<file path="src/rtl/core/esa_pkg.sv">
package esa_pkg;

  localparam int MAX_LEN_DEF    = 32;
  localparam int DATA_WIDTH_DEF = 32;
  localparam int VALUE_W        = 32;
  localparam int POS_W          = 6;

  typedef enum logic [2:0] {
    ST_LOAD,
    ST_SORT_I,
    ST_TAKE_A,
    ST_CMP,
    ST_WB,
    ST_OUT_RD,
    ST_OUT_SEND
  } esa_state_t;

  typedef struct packed {
    logic load;       // store the accepted input word
    logic start;      // outer index to zero
    logic rd_i;       // read entry i
    logic take_a;     // latch entry i, read i+1
    logic cmp;        // compare/swap entry j, read j+1
    logic wb;         // write back entry i, advance i
    logic out_start;  // output index to zero
    logic out_rd;     // read entry k
    logic out_next;   // advance k
    logic clear;      // list done
  } esa_cmd_t;

  typedef struct packed {
    logic i_last;
    logic j_last;
    logic k_last;
  } esa_stat_t;

endpackage

</file>
<file path="src/rtl/core/esa_if.sv">
interface esa_in_if import esa_pkg::*; ();
  logic                      valid;
  logic                      ready;
  logic signed [VALUE_W-1:0] value;
  logic                      final_item;

  modport source (output valid, value, final_item, input ready);
  modport sink (input valid, value, final_item, output ready);
endinterface

interface esa_out_if import esa_pkg::*; ();
  logic                      valid;
  logic                      ready;
  logic signed [VALUE_W-1:0] sorted_value;
  logic        [POS_W-1:0]   position;
  logic                      final_result;
  logic                      overflow;

  modport source (output valid, sorted_value, position, final_result, overflow, input ready);
  modport sink (input valid, sorted_value, position, final_result, overflow, output ready);
endinterface

</file>
<file path="src/rtl/core/esa_ctrl.sv">
module esa_ctrl
  import esa_pkg::*;
(
  input  logic      clk,
  input  logic      rst_n,
  input  logic      in_fire,
  input  logic      in_final,
  input  logic      out_fire,
  input  esa_stat_t stat,
  output esa_cmd_t  cmd,
  output logic      in_ready,
  output logic      out_valid
);

  esa_state_t state_r, state_nxt;

  always_ff @(posedge clk) begin
    if (!rst_n) begin
      state_r <= ST_LOAD;
    end else begin
      state_r <= state_nxt;
    end
  end

  always_comb begin
    state_nxt = state_r;
    case (state_r)
      ST_LOAD: begin
        if (in_fire && in_final) state_nxt = ST_SORT_I;
      end
      ST_SORT_I: begin
        state_nxt = stat.i_last ? ST_OUT_RD : ST_TAKE_A;
      end
      ST_TAKE_A: begin
        state_nxt = ST_CMP;
      end
      ST_CMP: begin
        if (stat.j_last) state_nxt = ST_WB;
      end
      ST_WB: begin
        state_nxt = ST_SORT_I;
      end
      ST_OUT_RD: begin
        state_nxt = ST_OUT_SEND;
      end
      ST_OUT_SEND: begin
        if (out_fire) state_nxt = stat.k_last ? ST_LOAD : ST_OUT_RD;
      end
      default: begin
        state_nxt = ST_LOAD;
      end
    endcase
  end

  always_comb begin
    cmd       = '0;
    in_ready  = 1'b0;
    out_valid = 1'b0;
    case (state_r)
      ST_LOAD: begin
        in_ready  = 1'b1;
        cmd.load  = in_fire;
        cmd.start = in_fire && in_final;
      end
      ST_SORT_I: begin
        cmd.rd_i      = !stat.i_last;
        cmd.out_start = stat.i_last;
      end
      ST_TAKE_A: begin
        cmd.take_a = 1'b1;
      end
      ST_CMP: begin
        cmd.cmp = 1'b1;
      end
      ST_WB: begin
        cmd.wb = 1'b1;
      end
      ST_OUT_RD: begin
        cmd.out_rd = 1'b1;
      end
      ST_OUT_SEND: begin
        out_valid    = 1'b1;
        cmd.out_next = out_fire && !stat.k_last;
        cmd.clear    = out_fire && stat.k_last;
      end
      default: begin
        cmd = '0;
      end
    endcase
  end

endmodule

</file>
<file path="src/rtl/core/esa_dp.sv">
module esa_dp
  import esa_pkg::*;
#(
  parameter int MAX_LEN    = MAX_LEN_DEF,
  parameter int DATA_WIDTH = DATA_WIDTH_DEF
) (
  input  logic                      clk,
  input  logic                      rst_n,
  input  esa_cmd_t                  cmd,
  input  logic signed [VALUE_W-1:0] in_value,
  output esa_stat_t                 stat,
  output logic signed [VALUE_W-1:0] out_sorted_value,
  output logic        [POS_W-1:0]   out_position,
  output logic                      out_overflow
);

  localparam int CNT_W  = $clog2(MAX_LEN + 1);
  localparam int ADDR_W = (MAX_LEN > 1) ? $clog2(MAX_LEN) : 1;

  logic signed [DATA_WIDTH-1:0] mem_r [MAX_LEN];
  logic signed [DATA_WIDTH-1:0] rd_r;
  logic signed [DATA_WIDTH-1:0] a_r, a_nxt;
  logic        [CNT_W-1:0]      count_r, count_nxt;
  logic                         dropped_r, dropped_nxt;
  logic        [CNT_W-1:0]      i_r, i_nxt;
  logic        [CNT_W-1:0]      j_r, j_nxt;
  logic        [CNT_W-1:0]      k_r, k_nxt;

  logic [CNT_W-1:0]             i_inc, j_inc, k_inc;
  logic                         room;
  logic                         greater;
  logic                         we;
  logic [ADDR_W-1:0]            wa;
  logic signed [DATA_WIDTH-1:0] wd;
  logic                         re;
  logic [ADDR_W-1:0]            ra;

  assign i_inc   = i_r + CNT_W'(1);
  assign j_inc   = j_r + CNT_W'(1);
  assign k_inc   = k_r + CNT_W'(1);
  assign room    = count_r < CNT_W'(MAX_LEN);
  assign greater = a_r > rd_r;

  assign stat.i_last = i_inc >= count_r;
  assign stat.j_last = j_inc >= count_r;
  assign stat.k_last = k_inc >= count_r;

  always_comb begin
    we = 1'b0;
    wa = count_r[ADDR_W-1:0];
    wd = DATA_WIDTH'(in_value);
    if (cmd.load && room) begin
      we = 1'b1;
    end else if (cmd.cmp && greater) begin
      we = 1'b1;
      wa = j_r[ADDR_W-1:0];
      wd = a_r;
    end else if (cmd.wb) begin
      we = 1'b1;
      wa = i_r[ADDR_W-1:0];
      wd = a_r;
    end
  end

  always_comb begin
    re = cmd.rd_i | cmd.take_a | cmd.cmp | cmd.out_rd;
    ra = i_r[ADDR_W-1:0];
    if (cmd.take_a) begin
      ra = i_inc[ADDR_W-1:0];
    end else if (cmd.cmp) begin
      ra = j_inc[ADDR_W-1:0];
    end else if (cmd.out_rd) begin
      ra = k_r[ADDR_W-1:0];
    end
  end

  always_ff @(posedge clk) begin
    if (we) mem_r[wa] <= wd;
    if (re) rd_r <= mem_r[ra];
  end

  always_comb begin
    count_nxt   = count_r;
    dropped_nxt = dropped_r;
    i_nxt       = i_r;
    j_nxt       = j_r;
    k_nxt       = k_r;
    a_nxt       = a_r;
    if (cmd.load) begin
      if (room) count_nxt = count_r + CNT_W'(1);
      else      dropped_nxt = 1'b1;
    end
    if (cmd.start)  i_nxt = '0;
    if (cmd.take_a) begin
      a_nxt = rd_r;
      j_nxt = i_inc;
    end
    if (cmd.cmp) begin
      if (greater) a_nxt = rd_r;
      j_nxt = j_inc;
    end
    if (cmd.wb)        i_nxt = i_inc;
    if (cmd.out_start) k_nxt = '0;
    if (cmd.out_next)  k_nxt = k_inc;
    if (cmd.clear) begin
      count_nxt   = '0;
      dropped_nxt = 1'b0;
    end
  end

  always_ff @(posedge clk) begin
    if (!rst_n) begin
      count_r   <= '0;
      dropped_r <= 1'b0;
      i_r       <= '0;
      j_r       <= '0;
      k_r       <= '0;
    end else begin
      count_r   <= count_nxt;
      dropped_r <= dropped_nxt;
      i_r       <= i_nxt;
      j_r       <= j_nxt;
      k_r       <= k_nxt;
    end
  end

  always_ff @(posedge clk) begin
    a_r <= a_nxt;
  end

  assign out_sorted_value = VALUE_W'(rd_r);
  assign out_position     = POS_W'(k_r);
  assign out_overflow     = dropped_r;

endmodule

</file>
<file path="src/rtl/core/exchange_sort_ascending_top.sv">
// Collects a list of signed words (one per input word, the last one flagged by
// final_item) into a buffer of MAX_LEN entries with one read and one write
// port, sorts it ascending and sends it back one word per element with its
// position, a last flag and an overflow flag (set on every word of a list that
// lost elements to a full buffer). No result is given until the final word.
// The sort steps one compare per cycle through the buffer's read and write
// ports, n(n-1)/2 compares for a list of n words; each output word is then
// read and held until taken.
// No input is taken from the final word until the last result has been taken.
module exchange_sort_ascending_top
  import esa_pkg::*;
#(
  parameter int MAX_LEN    = MAX_LEN_DEF,
  parameter int DATA_WIDTH = DATA_WIDTH_DEF
) (
  input  logic     clk,
  input  logic     rst_n,
  esa_in_if.sink   in_ch,
  esa_out_if.source out_ch
);

  esa_cmd_t  cmd;
  esa_stat_t stat;
  logic      in_fire;
  logic      out_fire;
  logic      in_ready;
  logic      out_valid;

  assign in_fire  = in_ch.valid && in_ready;
  assign out_fire = out_valid && out_ch.ready;

  esa_ctrl u_ctrl (
    .clk       (clk),
    .rst_n     (rst_n),
    .in_fire   (in_fire),
    .in_final  (in_ch.final_item),
    .out_fire  (out_fire),
    .stat      (stat),
    .cmd       (cmd),
    .in_ready  (in_ready),
    .out_valid (out_valid)
  );

  esa_dp #(
    .MAX_LEN    (MAX_LEN),
    .DATA_WIDTH (DATA_WIDTH)
  ) u_dp (
    .clk              (clk),
    .rst_n            (rst_n),
    .cmd              (cmd),
    .in_value         (in_ch.value),
    .stat             (stat),
    .out_sorted_value (out_ch.sorted_value),
    .out_position     (out_ch.position),
    .out_overflow     (out_ch.overflow)
  );

  assign in_ch.ready         = in_ready;
  assign out_ch.valid        = out_valid;
  assign out_ch.final_result = stat.k_last;

`ifndef NO_ASSERTIONS
  a_no_overlap: assert property (@(posedge clk) disable iff (!rst_n)
    !(in_ready && out_valid))
    else $error("input and output open at once");

  a_final_stops_input: assert property (@(posedge clk) disable iff (!rst_n)
    in_fire && in_ch.final_item |=> !in_ready)
    else $error("input still open after final word");

  a_last_reopens: assert property (@(posedge clk) disable iff (!rst_n)
    out_fire && out_ch.final_result |=> in_ready && !out_valid)
    else $error("block not back to loading after last result");

  a_position_steps: assert property (@(posedge clk) disable iff (!rst_n)
    out_fire && !out_ch.final_result |=> ##1
      out_valid && out_ch.position == $past(out_ch.position, 2) + POS_W'(1))
    else $error("result position did not advance by one");
`endif

endmodule

</file>
<file path="src/flat_wrapper.sv">
// flat-port wrapper written by rule: the top's interface ports become plain ports
module exchange_sort_ascending_top_flat import esa_pkg::*;
#(
  parameter int MAX_LEN    = MAX_LEN_DEF,
  parameter int DATA_WIDTH = DATA_WIDTH_DEF
)
  (clk, rst_n, in_ch_valid, in_ch_value, in_ch_final_item, in_ch_ready, out_ch_valid, out_ch_sorted_value, out_ch_position, out_ch_final_result, out_ch_overflow, out_ch_ready);
  esa_in_if in_ch_i ();
  esa_out_if out_ch_i ();
  input  logic clk;
  input  logic rst_n;
  input wire logic [$bits(in_ch_i.valid)-1:0] in_ch_valid;
  input wire logic [$bits(in_ch_i.value)-1:0] in_ch_value;
  input wire logic [$bits(in_ch_i.final_item)-1:0] in_ch_final_item;
  output wire logic [$bits(in_ch_i.ready)-1:0] in_ch_ready;
  output wire logic [$bits(out_ch_i.valid)-1:0] out_ch_valid;
  output wire logic [$bits(out_ch_i.sorted_value)-1:0] out_ch_sorted_value;
  output wire logic [$bits(out_ch_i.position)-1:0] out_ch_position;
  output wire logic [$bits(out_ch_i.final_result)-1:0] out_ch_final_result;
  output wire logic [$bits(out_ch_i.overflow)-1:0] out_ch_overflow;
  input wire logic [$bits(out_ch_i.ready)-1:0] out_ch_ready;
  assign in_ch_i.valid = in_ch_valid;
  assign in_ch_i.value = in_ch_value;
  assign in_ch_i.final_item = in_ch_final_item;
  assign in_ch_ready = in_ch_i.ready;
  assign out_ch_valid = out_ch_i.valid;
  assign out_ch_sorted_value = out_ch_i.sorted_value;
  assign out_ch_position = out_ch_i.position;
  assign out_ch_final_result = out_ch_i.final_result;
  assign out_ch_overflow = out_ch_i.overflow;
  assign out_ch_i.ready = out_ch_ready;
  exchange_sort_ascending_top #(.MAX_LEN(MAX_LEN), .DATA_WIDTH(DATA_WIDTH)) u_core (.clk(clk), .rst_n(rst_n), .in_ch(in_ch_i), .out_ch(out_ch_i));
endmodule
</file>
<file path="config.mk">
export PLATFORM = sky130hd
export DESIGN_NAME = exchange_sort_ascending_top_flat
export DESIGN_NICKNAME = d
export VERILOG_FILES = /design/src/rtl/core/esa_pkg.sv /design/src/rtl/core/esa_if.sv /design/src/rtl/core/esa_ctrl.sv /design/src/rtl/core/esa_dp.sv /design/src/rtl/core/exchange_sort_ascending_top.sv /design/src/flat_wrapper.sv
export SDC_FILE = /design/constraint.sdc
export NUM_CORES = 1
export LEC_CHECK = 0
export BUFFER_PORTS_ARGS = -buffer_cell sky130_fd_sc_hd__buf_2
export CAP_MARGIN = 20
export CORE_MARGIN = 3
export CORE_UTILIZATION = 40
export DETAILED_ROUTE_END_ITERATION = 8
export PLACE_DENSITY = 0.52
export SYNTH_ARGS = -nofsm -noshare
export SYNTH_HDL_FRONTEND = slang
export SYNTH_HIERARCHICAL = 1
export SYNTH_SLANG_ARGS = --single-unit
</file>
<file path="constraint.sdc">
create_clock -name clk -period 6.9 [get_ports clk]
set_input_delay 0.69 -clock clk [delete_from_list [all_inputs] [get_ports clk]]
set_output_delay 0.69 -clock clk [all_outputs]
set_load 0.05 [all_outputs]
</file>
== Word-level counts from Yosys, hierarchy flattened ==
Memory sizes are Yosys's and may differ from the RTL's. A register that Yosys moved wholly into a read port is not among the register bits.
Cells that the tools add are included.
Storage, ports and cells
  bits in registers: 60
  bits in read-only memories: 0
  bits in latches: 0
  memory bits (writable): 1024
  output and inout bits: 42
  input bits: 37
  word-level logic and storage cells: 87
  memories: 1
Memories
  u_core.u_dp.mem_r: depth 32, bits a word 32, rd ports 1, clocked after memory_dff 1, write ports 1, RTL line esa_dp.sv:20  | logic signed [DATA_WIDTH-1:0] mem_r [MAX_LEN];
Cells by class
  bitwise logic cells: 5
  equality and inequality tests: 9
  divide/modulo/power cells: 0
  multiplexer cells: 39
  add/subtract/negate cells: 4
  $mul: 0
  shifts and indexed selects: 0
  reductions and logical operators: 17
  $lt $le $gt $ge: 5
Operators by type and width (count)
  two-way mux 32 bit: 6
  two-way mux 6 bit: 6
  greater-than comparator 32 bit: 1
  two-way mux 5 bit: 6
  adder 6 x 1 -> 6 bit, second input constant: 4
  case mux 3 bit (7 select lines): 1
  >= comparator 6 bit: 3
  two-way mux 3 bit: 5
  two-way mux 1 bit: 13
  == test 3 bit, second input constant: 3
  logical AND 1 bit: 7
  == test 3 x 2 -> 1 bit, second input constant: 2
  less-than comparator 6 bit, second input constant: 1
  nonzero test 2 bit: 3
  two-way mux 2 bit: 2
  != test 2 bit, second input constant: 2
  AND reduction 2 bit: 2
  == test 3 x 1 -> 1 bit, second input constant: 1
  zero test 3 bit: 1
  bitwise OR 1 bit: 3
  AND reduction 3 bit: 1
  zero test 1 bit: 2
  != test 2 x 1 -> 1 bit, second input constant: 1
  NOT 1 bit: 2
  OR reduction 2 bit: 1

== Logic depth before layout (Yosys ltp) ==
Gate-level depths: netlist of run 1.
  depth in word-level cells: 9
  gate-level depth with buffers: 15
  gate-level depth less buffers: 13

== Modules after synthesis ==
Netlist of run 1, hierarchy kept.
Modules (own cells, without submodules)
  esa_dp: instances 1, area each 45827.7 um^2, seq. area each 32851.5 um^2, cells an instance 3558
  esa_ctrl: instances 1, area each 322.8 um^2, seq. area each 60.1 um^2, cells an instance 43
  exchange_sort_ascending_top: instances 1, area each 12.5 um^2, seq. area each 0.0 um^2, cells an instance 2

== Least setup slack after synthesis of run 1 ==
Ideal clock, no wire load.
  path type: reg2reg
  from: reg u_core.u_dp.rd_r[14], in the netlist u_core/u_dp/out_sorted_value[14] (read register of u_core.u_dp.mem_r)
  to: mem u_core/u_dp/mem_r[30][0] (netlist name), enable pin
  clock period less this slack: 4.711 ns
  path slack: 2.189 ns
  setup time: 0.421 ns
  required time: 6.479 ns
  path buffers: 0
  arrival: 4.290 ns
  cell stages (with the launch flop): 12
  path through: edfxtp_1 > inv_1 > ha_1 > nand4_1 > nor3_1 > a21boi_1 > o41ai_2 > a21oi_2 > or4b_4 > o221ai_4 > nand3_2 > nor2_1
On the way
  word-level cells in the longest chain between the ends: 6
  elaborated cells on any way between the ends: 8
  classes of those cells: order compare (1); mux (6); reduce/logical (1)
Ends and longest elaborated chain
  from (decl): RTL line esa_dp.sv:21  | logic signed [DATA_WIDTH-1:0] rd_r;
  greater-than comparator 32 bit *: RTL line esa_dp.sv:42  | assign greater = a_r > rd_r;
  logical AND 1 bit *: RTL line esa_dp.sv:54  | end else if (cmd.cmp && greater) begin
  two-way mux 1 bit: RTL line esa_dp.sv:54
  two-way mux 1 bit: RTL line esa_dp.sv:52  | if (cmd.load && room) begin
  two-way mux 1 bit: RTL line esa_dp.sv:78  | if (we) mem_r[wa] <= wd;
  two-way mux 1 bit (implied by the code): RTL line esa_dp.sv:78
  to (decl): RTL line esa_dp.sv:20
Every way passes the cells marked *; elsewhere a longest branch is shown, timed or not.

== Worst setup path in the final report of run 1 ==
  from: reg u_core.u_dp.rd_r[5], in the netlist u_core/u_dp/out_sorted_value[5] (read register of u_core.u_dp.mem_r)
  to: mem u_core/u_dp/mem_r[12][3] (netlist name), enable pin
The elaborated chain is that of the path after synthesis.

==> results of run 1 <==
## synth_stat cells (all sizes together) (3+ instances only)
library cell | n | share of area [%]
nand4 | 11 | 0.16
o31a | 4 | 0.076
o311ai | 32 | 0.61
xor2 | 5 | 0.095
a21o | 14 | 0.23
ha | 54 | 1.5
o31ai | 33 | 0.54
and3b | 3 | 0.062
nor2 | 67 | 0.58
or4 | 3 | 0.049
clkbuf | 154 | 1.3
a211oi | 6 | 0.11
nand2 | 1057 | 8.6
nor3b | 10 | 0.16
nand2b | 15 | 0.21
a21oi | 40 | 0.44
mux2i | 4 | 0.087
nand3 | 377 | 4.2
buf | 89 | 0.92
and3 | 133 | 1.8
nor2b | 9 | 0.12
o211ai | 5 | 0.12
nand3b | 4 | 0.065
o21ai | 13 | 0.14
and2 | 4 | 0.054
mux2 | 64 | 1.6
a311oi | 193 | 3.7
inv | 40 | 0.33
xnor2 | 11 | 0.21
nor3 | 4 | 0.054
edfxtp | 1056 | 69
dfxtp | 60 | 2.6
## registers in the layout, summed over array words and instances, names as in the netlist
signal / count
u_core/u_dp/out_overflow: 1
u_core/u_dp/out_position: 6
u_core/u_dp/i_r: 6
u_core/u_dp/a_r: 32
u_core/u_dp/out_sorted_value: 32
u_core/u_dp/j_r: 6
u_core/u_dp/count_r: 6
u_core/u_dp/mem_r: 1024
u_core/u_ctrl/state_r: 3
## critical path, delay by kind of cell, from the launching register on
kind | cells | cell delay (ps)
compound gates | 5 | 1810
simple gates | 4 | 1100
fa+ha+maj | 1 | 320
buf+inv | 3 | 900
flops | 1 | 550
## cell type report
class                   instances  area share [%]
flip-flops and latches       1116           62.07
multi-input cells            2203           23.46
clock buffers                 135           5.769
well taps                    1500           3.539
repair buffers                205           3.063
clock inverters                88           1.807
inverters                      41          0.2902
## cell usage in the layout, fill, tap and decap left out, drive strengths merged, types with 6 or more instances in the layout
master  synthesis  final
inv            40     42
nand4          11     11
a21o           14     14
xnor2          11     11
nor3b          10     10
nor2b           9      9
bufinv          0     19
clkbuf        154    135
nand3         377    377
o31ai          33     33
a21oi          40     40
nand2        1057   1057
edfxtp       1056   1056
nor2           67     67
o21ai          13     13
buf            89    205
o311ai         32     32
dfxtp          60     60
and3          133    133
a211oi          6      6
mux2           64     64
ha             54     54
a311oi        193    193
nand2b         15     15
clkinv          1     67
## routing by layer
| layer | part of all wire, % | vias up | global-route usage [%] |
|---|---|---|---|
| met5 | 0 | - | 0 |
| met4 | 2.7 | 0 | 6.636 |
| met3 | 6.1 | 182 | 3.005 |
| met2 | 47 | 1103 | 37.87 |
| met1 | 44 | 15388 | 33.98 |
| li1 | - | 13526 | - |
## path summary, 6_finish.rpt
| kind | endpoint | slack (ps) | cells past startpoint |
|---|---|---|---|
| min reg2reg | u_core/u_dp/out_overflow$_SDFFE_PP0P_ | 470 | 2 |
| min | u_core/u_ctrl/state_r[1]$_SDFFE_PN0P_ | 270 | 3 |
| max reg2reg | u_core/u_dp/mem_r[12][3]$_DFFE_PP_ | 1820 | 13 |
| max | u_core/u_dp/mem_r[12][3]$_DFFE_PP_ | 1820 | 13 |
## cell families (layout without fill, tap and decap cells)
family          count (synthesis)  in the layout  synth area share (%)
simple gates                 1710           1710                 16.43
flops                        1116           1116                 71.29
compound gates                355            355                 6.361
xor+xnor                       16             16                0.3036
fa+ha+maj                      54             54                 1.464
mux                            68             68                 1.648
buf+inv                       284            469                 2.502
## power by group through the flow
| stage | logic (mW) | registers, mW | clock network, mW |
|---|---|---|---|
| final | 1.12 | 7.70 | 6.58 |
| after global routing | 1.20 | 7.71 | 6.96 |
| after CTS | 1.12 | 7.70 | 6.70 |
| after detailed placement | 1.12 | 7.84 | 0 |
| after global placement | 1.12 | 7.84 | 0 |
| after floorplan | 0.609 | 7.83 | 0 |
## per-stage QoR
stage / instances / utilization, % / setup slack [ps]
4_1_cts: 5287 / 46.67 / 1754
6_report: 5288 / 46.69 / 1815
2_1_floorplan: 3603 / - / 2189
3_3_place_gp: 5055 / 43.01 / 1873
3_5_place_dp: 5064 / 43.13 / 1775
5_1_grt: 5288 / 46.69 / 1592
==> results.cfg, run 1 <==
[setup_path]
path_cells = inv_1, ha_1, nand4_1, nor3_1, a21boi_1, o41ai_2, a21oi_2, o31a_2, buf_4, o221ai_4, nand3_2, nor2_4, buf_4
r2r-start = u_core/u_dp/out_sorted_value[5]$_DFFE_PP_
cp-startpoint = u_core/u_dp/out_sorted_value[5]$_DFFE_PP_
slowest_delay_ps = 660
endpoint_kind = register
crit_type = register to register
crit_required_ps = 7240
arrival_ps = 5420
cp_max_fo = 34
slowest_stage = nor2_4
path_common_cell = buf_4
start_kind = register

[power_and_ir_drop]
pwr-share-comb_pct = 7.3
p_leak_nw = 18.23
power.density_nw_per_um2 = 290.3
p_switching_mw = 3.546
vdd_drop_max_mv = 0.1999
p_clk_share_pct = 42.7
switching_share_pct = 23.04
power.total_mw = 15.39
p_seq_share_pct = 50.0
intPower_mw = 11.85

[drt]
drtIter0Drc = 2963
ant_nets = 0
drt_wl_total_mm = 144.1
firstDrtPassIters = 6
routedWlPerCell_um = 27.25
viasPerCell = 5.711
drc = 0
vias = 30199

[run]
drv_cap = 0

[floorplan]
rows = 123
die_w_um = 345.7
start_util_pct = 40.64
core-area_um2 = 113600
io_pins = 79
die_area_um2 = 119500
chipHeight_um = 345.7

[cts]
cts.htree.levels = 3
clk_path_buf_depth = 3
cts_tree = yes
clk_latency_ps = 720
clkSlewWorstSetupHoldPaths_ps = 70
cts_hold_buf = 0
cts_buffers = 117
ctsResizeCount = 0
cts-root-buf = clkbuf_16
cts_setup_buffers = 0
clock-sinks = 1116

[finish]
fillers = 10226
n_antenna_cell = 0
syn2layout_area_growth_pct = 14.86
fin_area_um2 = 53020
fin_nets = 3775
multi_input_area_um2 = 12440
ff_latch_area_um2 = 32910
drive_gt1_share_pct = 13.81

[yosys]
syn_nets = 3694
ys_warn_count = 6
synth_area_um2 = 46160
syn_avg_cell_area_um2 = 12.81
yosysUniqueCellTypes = 73
synth_ff_type = edfxtp_1
ys_ff_latch = 1116
synthArstFlopShare_pct = 0
ys_seq_area_share_pct = 71.29
syn_inst = 3603
synth_edf_count = 1056

[timing]
period_needed_ps = 5085
final-setup-viol-count = 0
slew_viol_final = 0
fmax_mhz = 196.7
max_slew_margin_pct = 22.41
fin_crit_sh_pct = 73.69
clock-skew-final_ps = 33.99
worst_pin_slew_ps = 1149
fin_setup_tns_ps = 0
fin_hold_ws_ps = 272.1
finalHoldViolCount = 0
rsz0062_at_grt = false

[min_path]
worstHoldStart = rst_n
holdCritPathClass = input pin to register

[global_routing]
grt_usage_pct = 23.63
grt_pass1_vias = 28584
grt_max_degree = 123
antenna_found_initial = 4
grt_pass1_wl_mm = 208.2
grt_overflow = 0

[placement]
io_buffer_count = 78
gp_congestion = 0.8272
placed_area_um2 = 48990
dp_hpwl_mm = 86.77

[run_status]
status = finished, final reports clean
Note: power is estimated with default switching activity, not from simulation.
==> inputs of run 2 (changes only) <==
- clock period: 6.9 -> 4.8 ns (I/O delays scaled with it)
==> results.cfg, run 2 (synthesis results as in run 1) <==
[finish]
multi_input_area_um2 = 12420
largest_reg_flops = 1024
syn2layout_area_growth_pct = 16.07
fin_area_um2 = 53580
fin_nets = 3846
regMostFlops = u_core/u_dp/mem_r
drive_gt1_share_pct = 14.98
fillers = 10147
final_cell_mix = 1056 x nand2_1, 1056 x edfxtp_1, 369 x nand3_1, 193 x a311oi_1, 139 x buf_4
ff_latch_area_um2 = 32910

[setup_path]
endpoint_kind = register
ff2ff_setup_slack_ps = 460
slowest_stage = dfxtp_1
crit_type = register to register
crit_required_ps = 5370
cp_max_fo = 32
r2r_end = u_core/u_dp/out_sorted_value[4]$_DFFE_PP_
r2r-start = u_core/u_ctrl/state_r[0]$_SDFFE_PN0P_
slowest_delay_ps = 650
path_cells = and3b_1, nand2b_1, nand3_1, o211ai_4, buf_12, buf_12, buf_4, nand2_1, and3_1, a311oi_1, a311oi_1, o31ai_1, buf_4
start_kind = register
arrival_ps = 4910
reg2regPathDepth = 13
cp-startpoint = u_core/u_ctrl/state_r[0]$_SDFFE_PN0P_

[placement]
place_ws_ps = 455.6
io_buffer_count = 78
gp_congestion = 0.8239
placed_area_um2 = 50000
dp_hpwl_mm = 82.93

[drt]
routedWlPerCell_um = 25.89
drc = 0
firstDrtPassIters = 7
drt_wl_total_mm = 138.6
drtIter0Drc = 2978
vias = 29951
viasPerCell = 5.594
ant_nets = 0

[timing]
finalHoldViolCount = 0
fin_hold_ws_ps = 70.49
fin_crit_sh_pct = 90.33
worst_pin_slew_ps = 882.2
rsz0062_at_grt = false
final-setup-viol-count = 0
clock-skew-final_ps = 19.69
fmax_mhz = 230.6
slew_viol_final = 0
max_slew_margin_pct = 41.19
fin_ws_ps = 464.4
fin_setup_tns_ps = 0
period_needed_ps = 4336

[cts]
clk_path_buf_depth = 3
clk_latency_ps = 710
cts_tree = yes
clkSlewWorstSetupHoldPaths_ps = 60
cts_buffers = 116
cts-root-buf = clkbuf_16
clock-sinks = 1116
cts_setup_buffers = 0
ctsResizeCount = 0
cts.htree.levels = 3
cts_hold_buf = 0

[global_routing]
grt_pass1_wl_mm = 202.3
grt_overflow = 0
groute.layer.met1.usage_pct = 33.14
busiest_layer = met2
use_met2_pct = 36.26
grt_max_degree = 78
grt_usage_pct = 22.76
antenna_found_initial = 5
grt_use_met3_pct = 3.187
grt_pass1_vias = 28522

[power_and_ir_drop]
intPower_mw = 16.32
p_clk_share_pct = 40.3
pwr-share-comb_pct = 7.6
p_switching_mw = 4.983
p_leak_nw = 18.51
switching_share_pct = 23.39
vdd_drop_max_mv = 0.2970
p_seq_share_pct = 52.0
power.density_nw_per_um2 = 397.6

[min_path]
holdCritPathClass = input pin to register
holdPathEnd = u_core/u_ctrl/state_r[1]$_SDFFE_PN0P_
worstHoldPathCells = 3
worstHoldStart = rst_n

[run_status]
status = finished, final reports clean

[floorplan]
io_pins = 79
chipHeight_um = 345.7
die_w_um = 345.7
rows = 123
start_util_pct = 40.64
core-area_um2 = 113600
die_area_um2 = 119500

[run]
drv_cap = 0
run 2: cell types whose count changed in the layout (fill, tap and decap cells not counted), moves of 4 or more:
cell	before	now
o31ai_1	27	31
bufinv_16	19	6
clkbuf_1	15	38
o31ai_2	5	1
buf_12	23	60
buf_4	101	139
clkinv_1	39	23
clkbuf_16	120	116
run 2: metrics by stage:
step	total power, mW	utilization [%]	std cells
after global placement	12.91	44.02	5137
after CTS	21.48	47.18	5353
after detailed placement	12.91	44.02	5137
after global routing	21.99	47.18	5354
final	21.30	47.18	5354
after floorplan	12.13	-	3603
run 2: worst max-delay path by stage:
stage | endpoint | slack (ps) | cells after the start
final | u_core/u_dp/out_sorted_value[4]$_DFFE_PP_ | 460 | 13
after global placement | u_core/u_dp/out_sorted_value[4]$_DFFE_PP_ | 470 | 13
after detailed placement | u_core/u_dp/out_sorted_value[4]$_DFFE_PP_ | 460 | 13
after global routing | u_core/u_dp/out_sorted_value[4]$_DFFE_PP_ | 260 | 13
after CTS | u_core/u_dp/out_sorted_value[4]$_DFFE_PP_ | 420 | 13
after floorplan | u_core/u_dp/mem_r[30][0]$_DFFE_PP_ | 90 | 11
run 2: critical path, delay by kind of cell (launching register included):
family	cells	cell delay (ps)
simple gates	5	1030
buf+inv	4	930
compound gates	4	1540
flops	1	650
run 2: final cells by class:
cell class                 count  share of cell area, %
inverter                      41                 0.2872
tap                         1500                  3.503
clock inverter                59                 0.9247
clock buffer                 157                  5.761
timing repair buffer         277                  4.918
antenna                        1               0.004670
multi-input combinational   2203                  23.18
sequential                  1116                  61.42
run 2: power by group through the flow:
stage                     clock [mW]  sequential (mW)  combinational [mW]
after global placement             0             11.3                1.62
final                           8.59             11.1                1.63
after floorplan                    0             11.3               0.875
after global routing            9.12             11.1                1.76
after CTS                       8.77             11.1                1.63
after detailed placement           0             11.3                1.62
run 2: routing by layer:
metal	vias to the layer above	wire [um]
met5	-	0
met2	917	64750
met3	134	8784
li1	13652	-
met4	0	2580
met1	15248	62490
